### src/rtl/led_blink_pattern_generator_defines.svh
// assertion macros shared by the blink channel rtl
`ifndef LED_BLINK_PATTERN_GENERATOR_DEFINES_SVH
`define LED_BLINK_PATTERN_GENERATOR_DEFINES_SVH

// same-cycle implication
`define LBPG_ASSERT_IMP(label, clk, rst_n, ante, cons) \
	label: assert property (@(posedge clk) disable iff (!rst_n) (ante) |-> (cons)) \
		else $error("lbpg same-cycle check failed");

// next-cycle implication
`define LBPG_ASSERT_NXT(label, clk, rst_n, ante, cons) \
	label: assert property (@(posedge clk) disable iff (!rst_n) (ante) |=> (cons)) \
		else $error("lbpg next-cycle check failed");

`endif

### src/rtl/lbpg_pkg.sv
package lbpg_pkg;

	localparam int unsigned CfgIdxW  = 3;
	localparam int unsigned CfgDataW = 24;
	localparam int unsigned TimeW    = 32;
	localparam int unsigned MsW      = 16;
	localparam int unsigned ColorW   = 24;
	localparam int unsigned BlinkW   = 3;
	localparam int unsigned ActionW  = 2;

	localparam logic [CfgIdxW-1:0] REG_LED_COLOR        = 3'd0;
	localparam logic [CfgIdxW-1:0] REG_REPEAT_COUNT     = 3'd1;
	localparam logic [CfgIdxW-1:0] REG_ON_TIME_MS       = 3'd2;
	localparam logic [CfgIdxW-1:0] REG_GAP_TIME_MS      = 3'd3;
	localparam logic [CfgIdxW-1:0] REG_PAUSE_TIME_MS    = 3'd4;
	localparam logic [CfgIdxW-1:0] REG_BLINKS_PER_GROUP = 3'd5;

	localparam logic [ActionW-1:0] ACT_TICK  = 2'd0;
	localparam logic [ActionW-1:0] ACT_START = 2'd1;
	localparam logic [ActionW-1:0] ACT_STOP  = 2'd2;
	localparam logic [ActionW-1:0] ACT_NONE  = 2'd3;

	localparam logic [BlinkW-1:0] BLINKS_RESET = 3'd1;

endpackage

### src/rtl/led_blink_pattern_generator.sv
// one led blink channel driven by tick, start and stop items
// input channel: in_valid / in_stall carry action and now_ms (free-running ms time)
// output channel: out_valid / out_stall carry led_lit, led_rgb and running
// configuration: cfg_we with cfg_index and cfg_data writes one register per edge;
//   the user must write only while no item is in flight; the block does not enforce it
// every accepted item gives exactly one result item, in order
// an accepted item goes through the input register, then the state update and
//   result register, which offers the result
// throughput: one item per cycle while the receiver does not stall, set by the combinational state update
//   (one 32-bit subtract for the deadline test, one add for the next deadline)
// when the receiver stalls, the result register holds and the input register
//   still takes one more item; after that in_stall rises until the result drains
// reset clears the channel to inactive and dark, the state and configuration
//   registers to zero and blinks_per_group to one; both pipeline stages come up empty
`include "led_blink_pattern_generator_defines.svh"

module led_blink_pattern_generator (
	input  logic                          clk,
	input  logic                          arst_n,
	input  logic                          cfg_we,
	input  logic [lbpg_pkg::CfgIdxW-1:0]  cfg_index,
	input  logic [lbpg_pkg::CfgDataW-1:0] cfg_data,
	input  logic                          in_valid,
	output logic                          in_stall,
	input  logic [lbpg_pkg::ActionW-1:0]  action,
	input  logic [lbpg_pkg::TimeW-1:0]    now_ms,
	output logic                          out_valid,
	input  logic                          out_stall,
	output logic                          led_lit,
	output logic [lbpg_pkg::ColorW-1:0]   led_rgb,
	output logic                          running
);
	import lbpg_pkg::*;

	logic [ColorW-1:0] led_color_q;
	logic [MsW-1:0]    repeat_count_q;
	logic [MsW-1:0]    on_time_q;
	logic [MsW-1:0]    gap_time_q;
	logic [MsW-1:0]    pause_time_q;
	logic [BlinkW-1:0] blinks_q;

	logic               valid_s1;
	logic [ActionW-1:0] action_s1;
	logic [TimeW-1:0]   now_s1;

	logic              active_q;
	logic              lit_q;
	logic [BlinkW-1:0] blink_idx_q;
	logic [MsW-1:0]    groups_q;
	logic [TimeW-1:0]  deadline_q;

	logic              active_d;
	logic              lit_d;
	logic [BlinkW-1:0] blink_idx_d;
	logic [MsW-1:0]    groups_d;
	logic [TimeW-1:0]  deadline_d;

	logic              valid_s2;
	logic              lit_s2;
	logic [ColorW-1:0] rgb_s2;
	logic              running_s2;

	logic             advance;
	logic             take_in;
	logic [TimeW-1:0] diff;
	logic             reached;
	logic             last_blink;

	assign advance  = valid_s1 && (!valid_s2 || !out_stall);
	assign in_stall = valid_s1 && !advance;
	assign take_in  = in_valid && !in_stall;

	// configuration registers
	always_ff @(posedge clk or negedge arst_n) begin
		if (!arst_n) begin
			led_color_q    <= '0;
			repeat_count_q <= '0;
			on_time_q      <= '0;
			gap_time_q     <= '0;
			pause_time_q   <= '0;
			blinks_q       <= BLINKS_RESET;
		end else if (cfg_we) begin
			unique case (cfg_index)
				REG_LED_COLOR:        led_color_q    <= cfg_data;
				REG_REPEAT_COUNT:     repeat_count_q <= cfg_data[MsW-1:0];
				REG_ON_TIME_MS:       on_time_q      <= cfg_data[MsW-1:0];
				REG_GAP_TIME_MS:      gap_time_q     <= cfg_data[MsW-1:0];
				REG_PAUSE_TIME_MS:    pause_time_q   <= cfg_data[MsW-1:0];
				REG_BLINKS_PER_GROUP: blinks_q       <= cfg_data[BlinkW-1:0];
				default: begin
				end
			endcase
		end
	end

	// input register
	always_ff @(posedge clk or negedge arst_n) begin
		if (!arst_n) begin
			valid_s1 <= 1'b0;
		end else if (take_in) begin
			valid_s1 <= 1'b1;
		end else if (advance) begin
			valid_s1 <= 1'b0;
		end
	end

	always_ff @(posedge clk) begin
		if (take_in) begin
			action_s1 <= action;
			now_s1    <= now_ms;
		end
	end

	assign diff       = now_s1 - deadline_q;
	assign reached    = !diff[TimeW-1];
	assign last_blink = (blinks_q <= BlinkW'(1)) || (blink_idx_q >= blinks_q - BlinkW'(1));

	// state update for the item leaving the input register
	always_comb begin
		active_d    = active_q;
		lit_d       = lit_q;
		blink_idx_d = blink_idx_q;
		groups_d    = groups_q;
		deadline_d  = deadline_q;
		unique case (action_s1)
			ACT_TICK: begin
				if (active_q && reached) begin
					if (!lit_q) begin
						lit_d      = 1'b1;
						deadline_d = now_s1 + TimeW'(on_time_q);
					end else begin
						lit_d = 1'b0;
						if (!last_blink) begin
							deadline_d  = now_s1 + TimeW'(gap_time_q);
							blink_idx_d = blink_idx_q + BlinkW'(1);
						end else begin
							// groups of at most one blink rest for the gap, longer groups pause
							if (blinks_q > BlinkW'(1)) begin
								deadline_d  = now_s1 + TimeW'(pause_time_q);
								blink_idx_d = '0;
							end else begin
								deadline_d = now_s1 + TimeW'(gap_time_q);
							end
							if (groups_q != '0) begin
								groups_d = groups_q - MsW'(1);
								if (groups_q == MsW'(1)) begin
									active_d = 1'b0;
								end
							end
						end
					end
				end
			end
			ACT_START: begin
				active_d    = 1'b1;
				lit_d       = 1'b0;
				blink_idx_d = '0;
				groups_d    = repeat_count_q;
				deadline_d  = now_s1;
			end
			ACT_STOP: begin
				active_d = 1'b0;
				lit_d    = 1'b0;
			end
			ACT_NONE: begin
			end
		endcase
	end

	always_ff @(posedge clk or negedge arst_n) begin
		if (!arst_n) begin
			active_q    <= 1'b0;
			lit_q       <= 1'b0;
			blink_idx_q <= '0;
			groups_q    <= '0;
			deadline_q  <= '0;
		end else if (advance) begin
			active_q    <= active_d;
			lit_q       <= lit_d;
			blink_idx_q <= blink_idx_d;
			groups_q    <= groups_d;
			deadline_q  <= deadline_d;
		end
	end

	// result register
	always_ff @(posedge clk or negedge arst_n) begin
		if (!arst_n) begin
			valid_s2 <= 1'b0;
		end else if (advance) begin
			valid_s2 <= 1'b1;
		end else if (!out_stall) begin
			valid_s2 <= 1'b0;
		end
	end

	always_ff @(posedge clk) begin
		if (advance) begin
			lit_s2     <= lit_d;
			rgb_s2     <= lit_d ? led_color_q : '0;
			running_s2 <= active_d;
		end
	end

	assign out_valid = valid_s2;
	assign led_lit   = lit_s2;
	assign led_rgb   = rgb_s2;
	assign running   = running_s2;

	`LBPG_ASSERT_IMP(a_lit_needs_active, clk, arst_n, lit_q, active_q)
	`LBPG_ASSERT_IMP(a_lit_result_running, clk, arst_n, valid_s2 && lit_s2, running_s2)
	`LBPG_ASSERT_IMP(a_dark_result_black, clk, arst_n, valid_s2 && !lit_s2, rgb_s2 == '0)
	`LBPG_ASSERT_NXT(a_advance_fills_result, clk, arst_n, advance, valid_s2)
	`LBPG_ASSERT_NXT(a_stall_holds_input, clk, arst_n, in_stall, valid_s1)

endmodule

### config.mk
export PLATFORM = sky130hd
export DESIGN_NAME = led_blink_pattern_generator
export DESIGN_NICKNAME = d
export VERILOG_FILES = /design/src/rtl/lbpg_pkg.sv /design/src/rtl/led_blink_pattern_generator.sv
export VERILOG_INCLUDE_DIRS = /design/src /design/src/rtl
export SDC_FILE = /design/constraint.sdc
export NUM_CORES = 1
export LEC_CHECK = 0
export ABC_AREA = 1
export ABC_CLOCK_PERIOD_IN_PS = 2400
export BUFFER_PORTS_ARGS = -buffer_cell sky130_fd_sc_hd__buf_2
export CAP_MARGIN = 20
export CORE_ASPECT_RATIO = 1.2
export CORE_MARGIN = 3
export CORE_UTILIZATION = 56
export DETAILED_ROUTE_END_ITERATION = 8
export PLACE_DENSITY_LB_ADDON = 0.08
export SLEW_MARGIN = 20
export SYNTH_ARGS = -nofsm -noshare
export SYNTH_HDL_FRONTEND = slang
export SYNTH_SLANG_ARGS = --single-unit
### constraint.sdc
create_clock -name clk -period 2.4 [get_ports clk]
set_input_delay 0.24 -clock clk [delete_from_list [all_inputs] [get_ports clk]]
set_output_delay 0.24 -clock clk [all_outputs]
set_load 0.02 [all_outputs]
# [After elaboration in Yosys (flattened, before gate mapping)]
# Cells that the tools add are included.
[op_classes] n_mul=0 reduce_logical=26 bitwise=0 n_lt_le_gt_ge=3 div=0 muxes=28 n_eq_ne=14 addsub=7 shifts=0
[op_table] cell="2-to-1 mux 32 bit" n=4
[op_table] cell="adder 32 x 16 -> 32 bit" n=3
[op_table] cell="2-to-1 mux 16 bit" n=4
[op_table] cell="case mux 32 bit (2 select lines)" n=1
[op_table] cell="case mux 16 bit (2 select lines)" n=1
[op_table] cell="subtractor 32 bit" n=1
[op_table] cell="== test 16 x 1 -> 1 bit, second input constant" n=1
[op_table] cell="nonzero test 16 bit" n=1
[op_table] cell="subtractor 16 x 1 -> 16 bit, second input constant" n=1
[op_table] cell="2-to-1 mux 3 bit" n=4
[op_table] cell="AND reduction 2 bit" n=6
[op_table] cell="2-to-1 mux 1 bit" n=11
[op_table] cell="!= test 2 bit, second input constant" n=4
[op_table] cell="== test 3 x 2 -> 1 bit, second input constant" n=2
[op_table] cell="== test 3 bit, second input constant" n=2
[op_table] cell="case mux 3 bit (2 select lines)" n=1
[op_table] cell="AND reduction 6 bit" n=1
[op_table] cell="zero test 1 bit" n=5
[op_table] cell="AND reduction 5 bit" n=1
[op_table] cell="logical AND 1 bit" n=4
[op_table] cell="nonzero test 2 bit" n=2
[op_table] cell="adder 3 x 1 -> 3 bit, second input constant" n=1
[op_table] cell="== test 3 x 1 -> 1 bit, second input constant" n=1
[op_table] cell="greater-or-equal comparator 3 bit" n=1
[op_table] cell="14 further kinds" n=15
[word_totals] reg_bits=206 ramBits=0 latchBits=0 inputBits=66 output_inout_bits=28 mem_bits_ro=0 n_memories=0

# [Longest topological paths before layout]
[logic_depth] ltp_word=8 ltp_mapped=19 depth_no_buf=19

# [Least setup slack after synthesis]
# No wires, ideal clock.
[synth_path] kind="reg-to-reg" startpoint="register valid_s2 (netlist: out_valid)" endpoint="register groups_q[8]" synth_period_minus_slack_ps=2619 setup_ps=117 setup_slack_ps=-219 required_time_ps=2283 stages_incl_launch_ff=11 n_path_buf=1 t_arrival_ps=2503 cell_sequence="dfrtp_1 -> nand2_1 -> inv_1 -> nor2_2 -> inv_1 -> nor2_2 -> a21boi_4 -> nand2_4 -> buf_6 -> nand2_1 -> nand2_1"
[synth_via] elab_chain_len=4
[synth_lines] element="start: declaration" line="led_blink_pattern_generator.sv:58" text="logic valid_s2;"
[synth_lines] element="start signal: assignment" line="led_blink_pattern_generator.sv:189" text="valid_s2 <= 1'b0;"
[synth_lines] element="start signal: assignment" line="led_blink_pattern_generator.sv:191" text="valid_s2 <= 1'b1;"
[synth_lines] element="start signal: assignment" line="led_blink_pattern_generator.sv:193" text="valid_s2 <= 1'b0;"
[synth_lines] element="zero test 1 bit" line="led_blink_pattern_generator.sv:69" text="assign advance = valid_s1 && (!valid_s2 || !out_stall);"
[synth_lines] element="logical OR 1 bit" line="led_blink_pattern_generator.sv:69"
[synth_lines] element="logical AND 1 bit" line="led_blink_pattern_generator.sv:69"
[synth_lines] element="net advance" line="led_blink_pattern_generator.sv:63" text="logic advance;"
[synth_lines] element="AND reduction 6 bit (no line)"
[synth_lines] element="end signal: assignment" line="led_blink_pattern_generator.sv:181" text="groups_q <= groups_d;"
[synth_lines] element="end: declaration" line="led_blink_pattern_generator.sv:49" text="logic [MsW-1:0] groups_q;"
# The timed path passes the listed nets, and every way through them passes these cells.
# A chain may end at the register's enable or synchronous reset.

# [Final worst setup path]
[layout_path] startpoint="register blinks_q[0]" endpoint="register deadline_q[17]"
[layout_via] elab_chain_len=7
[layout_lines] element="start: declaration" line="led_blink_pattern_generator.sv:40" text="logic [BlinkW-1:0] blinks_q;"
[layout_lines] element="start signal: assignment" line="led_blink_pattern_generator.sv:89" text="REG_BLINKS_PER_GROUP: blinks_q <= cfg_data[BlinkW-1:0];"
[layout_lines] element="subtractor 3 x 1 -> 3 bit" line="led_blink_pattern_generator.sv:116" text="assign last_blink = (blinks_q <= BlinkW'(1)) || (blink_idx_q >= blinks_q - BlinkW'(1));"
[layout_lines] element="greater-or-equal comparator 3 bit" line="led_blink_pattern_generator.sv:116"
[layout_lines] element="logical OR 1 bit" line="led_blink_pattern_generator.sv:116"
[layout_lines] element="2-to-1 mux 32 bit *" line="led_blink_pattern_generator.sv:133" text="if (!last_blink) begin"
[layout_lines] element="2-to-1 mux 32 bit *" line="led_blink_pattern_generator.sv:128" text="if (!lit_q) begin"
[layout_lines] element="2-to-1 mux 32 bit *" line="led_blink_pattern_generator.sv:127" text="if (active_q && reached) begin"
[layout_lines] element="case mux 32 bit (2 select lines) *" line="led_blink_pattern_generator.sv:125" text="unique case (action_s1)"
[layout_lines] element="end signal: assignment" line="led_blink_pattern_generator.sv:182" text="deadline_q <= deadline_d;"
[layout_lines] element="end: declaration" line="led_blink_pattern_generator.sv:50" text="logic [TimeW-1:0] deadline_q;"
# Mark *: on every way between the ends. The rest lies on a longest branch, timed or not. The select of a mux whose other input is x is not followed.

==> results by group <==
Global routing
  • Vias in the first global route: 14881
  • GR Overflow Total: 0
  • Largest net degree at the start of global routing: 56
  • First-pass GRT wire length: 80450 um
  • Initial antenna violation count: 0
  • Gr usage total: 37.92%

Timing
  • Achievable Freq: 379.4 MHz
  • Max-slew violation total from the final report: 0
  • Setup Skew: between 0.01 and 0.015 ns
  • Final setup viols: 78
  • Slew @ Worst Pin: 0.8395 ns
  • Final hold violations: 0
  • RSZ-0062 raised after global routing: yes
  • Min Tclk post-route: around 2.6 ns
  • Hold_ws: 0.06933 ns
  • Slew margin rel.: 43.90%
  • Post-route worst setup slack: -0.2357 ns
  • Crit share post-route: 109.8%

Clock tree
  • Clock buffer count from CTS: 23
  • Worst-path clk slew: 0.07 ns
  • Worst-skew pair later-pin latency: roughly 0.52 ns
  • H-tree Lvls: 1
  • CTS tree: built
  • CTS root buf: clkbuf_16
  • Number of clock sinks: 206
  • Longest Clk Path Bufs: 3

Power
  • Lkg Pwr: 9.608 nW
  • Final Power: 16.58 mW
  • Cell Pwr Density: 894.4 nW/um^2
  • Peak supply drop: 0.0008578 V

Logic synthesis
  • Synth async-reset ratio: between 70% and 80%
  • Largest area contributor in the synthesized netlist: dfrtp_1
  • Synthesized cell area: 14080 sq um
  • Distinct cells, synth: 50
  • Most common cell in the synthesized netlist: nand2_1
  • Synth cell count leaders: 677 x nand2_1, 254 x inv_1, 178 x nand3_1
  • Most used DFF post-synth: dfrtp_1
  • Number of synthesized flops with an enable pin: 60
  • Mapped Nets: ~2100
  • Share of the synthesized area in the top cell type: 25.78%
  • Avg Cell Area, Syn: 7.091 sq um
  • Mapped Cells: around 2000
  • Seq/Total Area, Yosys: 38.76%
  • Synth top area cells: dfrtp_1 26%, nand2_1 18%, edfxtp_1 13%
  • Flops & latches, synth: ~210
  • Ys Warns: 0

Final layout
  • Antenna diodes: 0
  • Fill cell count: 1819
  • Total Nets Final: around 2500
  • Final non-filler cell total: 2655
  • FF/Latch Area: 5456 sq um
  • Share of layout cells above drive strength 1: 22.44%
  • Final Core Density: 76.11%
  • Area added between synthesis and finish: 31.72%
  • Multi-input logic area: 8097 sq um

Floorplanning
  • Die Height: 179.7 um
  • Area of the die: 27080 sq um
  • IO Pins: 94
  • Core area: 24360 sq um
  • Effective utilization at floorplan: 57.79%
  • Chip Width: 150.7 um
  • Rows: 62

Hold path
  • Worst Hold Class: in2reg
  • HP Start: cfg_data[14]

Drt
  • Vias: 15110
  • Routed vias/inst: 5.691
  • DR iter-0 viols: 1248
  • DRT Wirelength: 51510 um
  • Average wire per standard cell: 19.40 um
  • Drt first pass iters: 6
  • DRT antenna net count: 0
  • DR DRC count: 0

Worst setup path
  • Data required, critical path: 2.81 ns
  • Setup crit start kind: flop
  • Reg2reg start: blinks_q[0]
  • Crit path arrival time: 3.05 ns
  • Worst setup EP type: flop
  • Crit path launch: blinks_q[0]
  • CP Class: reg2reg
  • Worst Path Max Fanout: 4

Place
  • Port bufs: 93
  • GPL Wtd Cong: 0.9647
  • Placed insts: 2542
  • Hpwl dp: 35700 um

Run status
  • Status: finished with violations
  • Violated checks: setup timing

Run
  • # Max-Cap Violations: 0
-- sequential cells by signal, indices dropped and copies added, names as in the netlist, 2 cells and up --
name	count
blink_idx_q	3
gap_time_q	16
blinks_q	3
repeat_count_q	16
now_s1	32
deadline_q	32
action_s1	2
groups_q	16
pause_time_q	16
led_color_q	24
led_rgb	24
on_time_q	16
-- layer usage --
layer	GRT usage, %	wire length, um	up-vias
met4	17.20	2657	0
met2	62.85	25000	756
li1	-	-	7096
met3	6.398	4523	189
met5	0	0	-
met1	48.38	19330	7069
-- cells by family (layout without fill, tap and decap cells) --
logic type / after synthesis / in the layout / synth area share [%]
multiplexers: 8 / 8 / 0.6400
AO/OA/AOI/OAI: 289 / 289 / 11.48
buffers and inverters: 309 / 658 / 8.649
AND/OR/NAND/NOR: 1066 / 1067 / 31.25
flip-flops: 206 / 206 / 38.76
adder cells (fa/ha/maj): 90 / 90 / 8.160
XOR/XNOR: 17 / 17 / 1.058
-- placed cells by master (no fill, tap or decap), types with 7 or more instances in the layout --
master / netlist / layout
a21boi_2: 0 / 19
a21o_1: 7 / 7
a21oi_1: 75 / 61
a21oi_2: 0 / 12
a31oi_1: 10 / 10
buf_12: 0 / 11
buf_2: 10 / 92
buf_4: 2 / 193
buf_6: 5 / 15
clkbuf_16: 0 / 26
dfrtp_1: 145 / 145
dlygate4sd3_1: 0 / 45
edfxtp_1: 60 / 60
ha_1: 87 / 76
ha_4: 0 / 9
inv_1: 254 / 251
mux2_2: 8 / 8
nand2_1: 677 / 626
nand2_2: 4 / 46
nand2_4: 2 / 10
nand3_1: 178 / 164
nand3_2: 2 / 14
nand4_1: 20 / 20
nor2_1: 155 / 142
nor2_2: 4 / 14
o21ai_0: 146 / 123
o21ai_1: 6 / 23
xnor2_1: 10 / 8
xor2_1: 7 / 7
-- layout make-up --
class                           count  area share (%)
Inverter                          256           5.183
Timing Repair Buffer              362           15.51
Tap cell                          320           2.160
Clock inverter                     10          0.4522
Sequential cell                   206           29.43
Clock buffer                       30           3.590
Multi-Input combinational cell   1471           43.67
-- power breakdown --
group	switching (mW)	internal, mW
clock network	1.52	2.07
logic	4.60	3.27
registers	0.676	4.44
total	6.80	9.78
-- critical path, cell delays in order, from the launching register on --
cell and delay [ns]:
dfstp_2 0.53, inv_2 0.05, ha_4 0.16, xnor2_2 0.13, ha_1 0.33, a21oi_1 0.14
o211ai_1 0.13, nand2_2 0.20, inv_2 0.09, nor2_1 0.12, nand2_1 0.09, nand2_1 0.09
nand2_1 0.06, nand3_2 0.10, buf_6 0.11, nor2_2 0.02, o21ai_1 0.12, nand2_1 0.06
-- path summary, 6_finish.rpt --
kind                                     to  slack, ns  depth (start not counted)
max in group asynchronous      groups_q[12]       1.40                          3
min reg2reg                  deadline_q[17]       0.48                          2
min in group asynchronous   led_color_q[19]       0.25                          2
max reg2reg                  deadline_q[17]      -0.24                         17
max                          deadline_q[17]      -0.24                         17
min                        pause_time_q[14]       0.07                          3
-- stage by stage --
step           setup WS (ns)  instance area, sq um  TNS (ns)
2_1_floorplan       -0.02286                 14090  -0.09022
3_3_place_gp         -0.3051                 16290    -9.575
3_5_place_dp         -0.3483                 16290    -14.75
4_1_cts              -0.2380                 18170    -10.85
5_1_grt              -0.4135                 18540    -21.15
6_report             -0.2357                 18540    -11.31
-- what timing repair did --
item | CTS | global route
setup endpoints to repair | 79 | 79
setup buffers | 18 | 10
endpoints found under the hold margin | 95 | 0
resized for setup | 142 | 89
hold buffers | 45 | 0
pin swaps | 54 | 40
gates cloned | 6 | 0
Power figures use the tool's default switching activity.
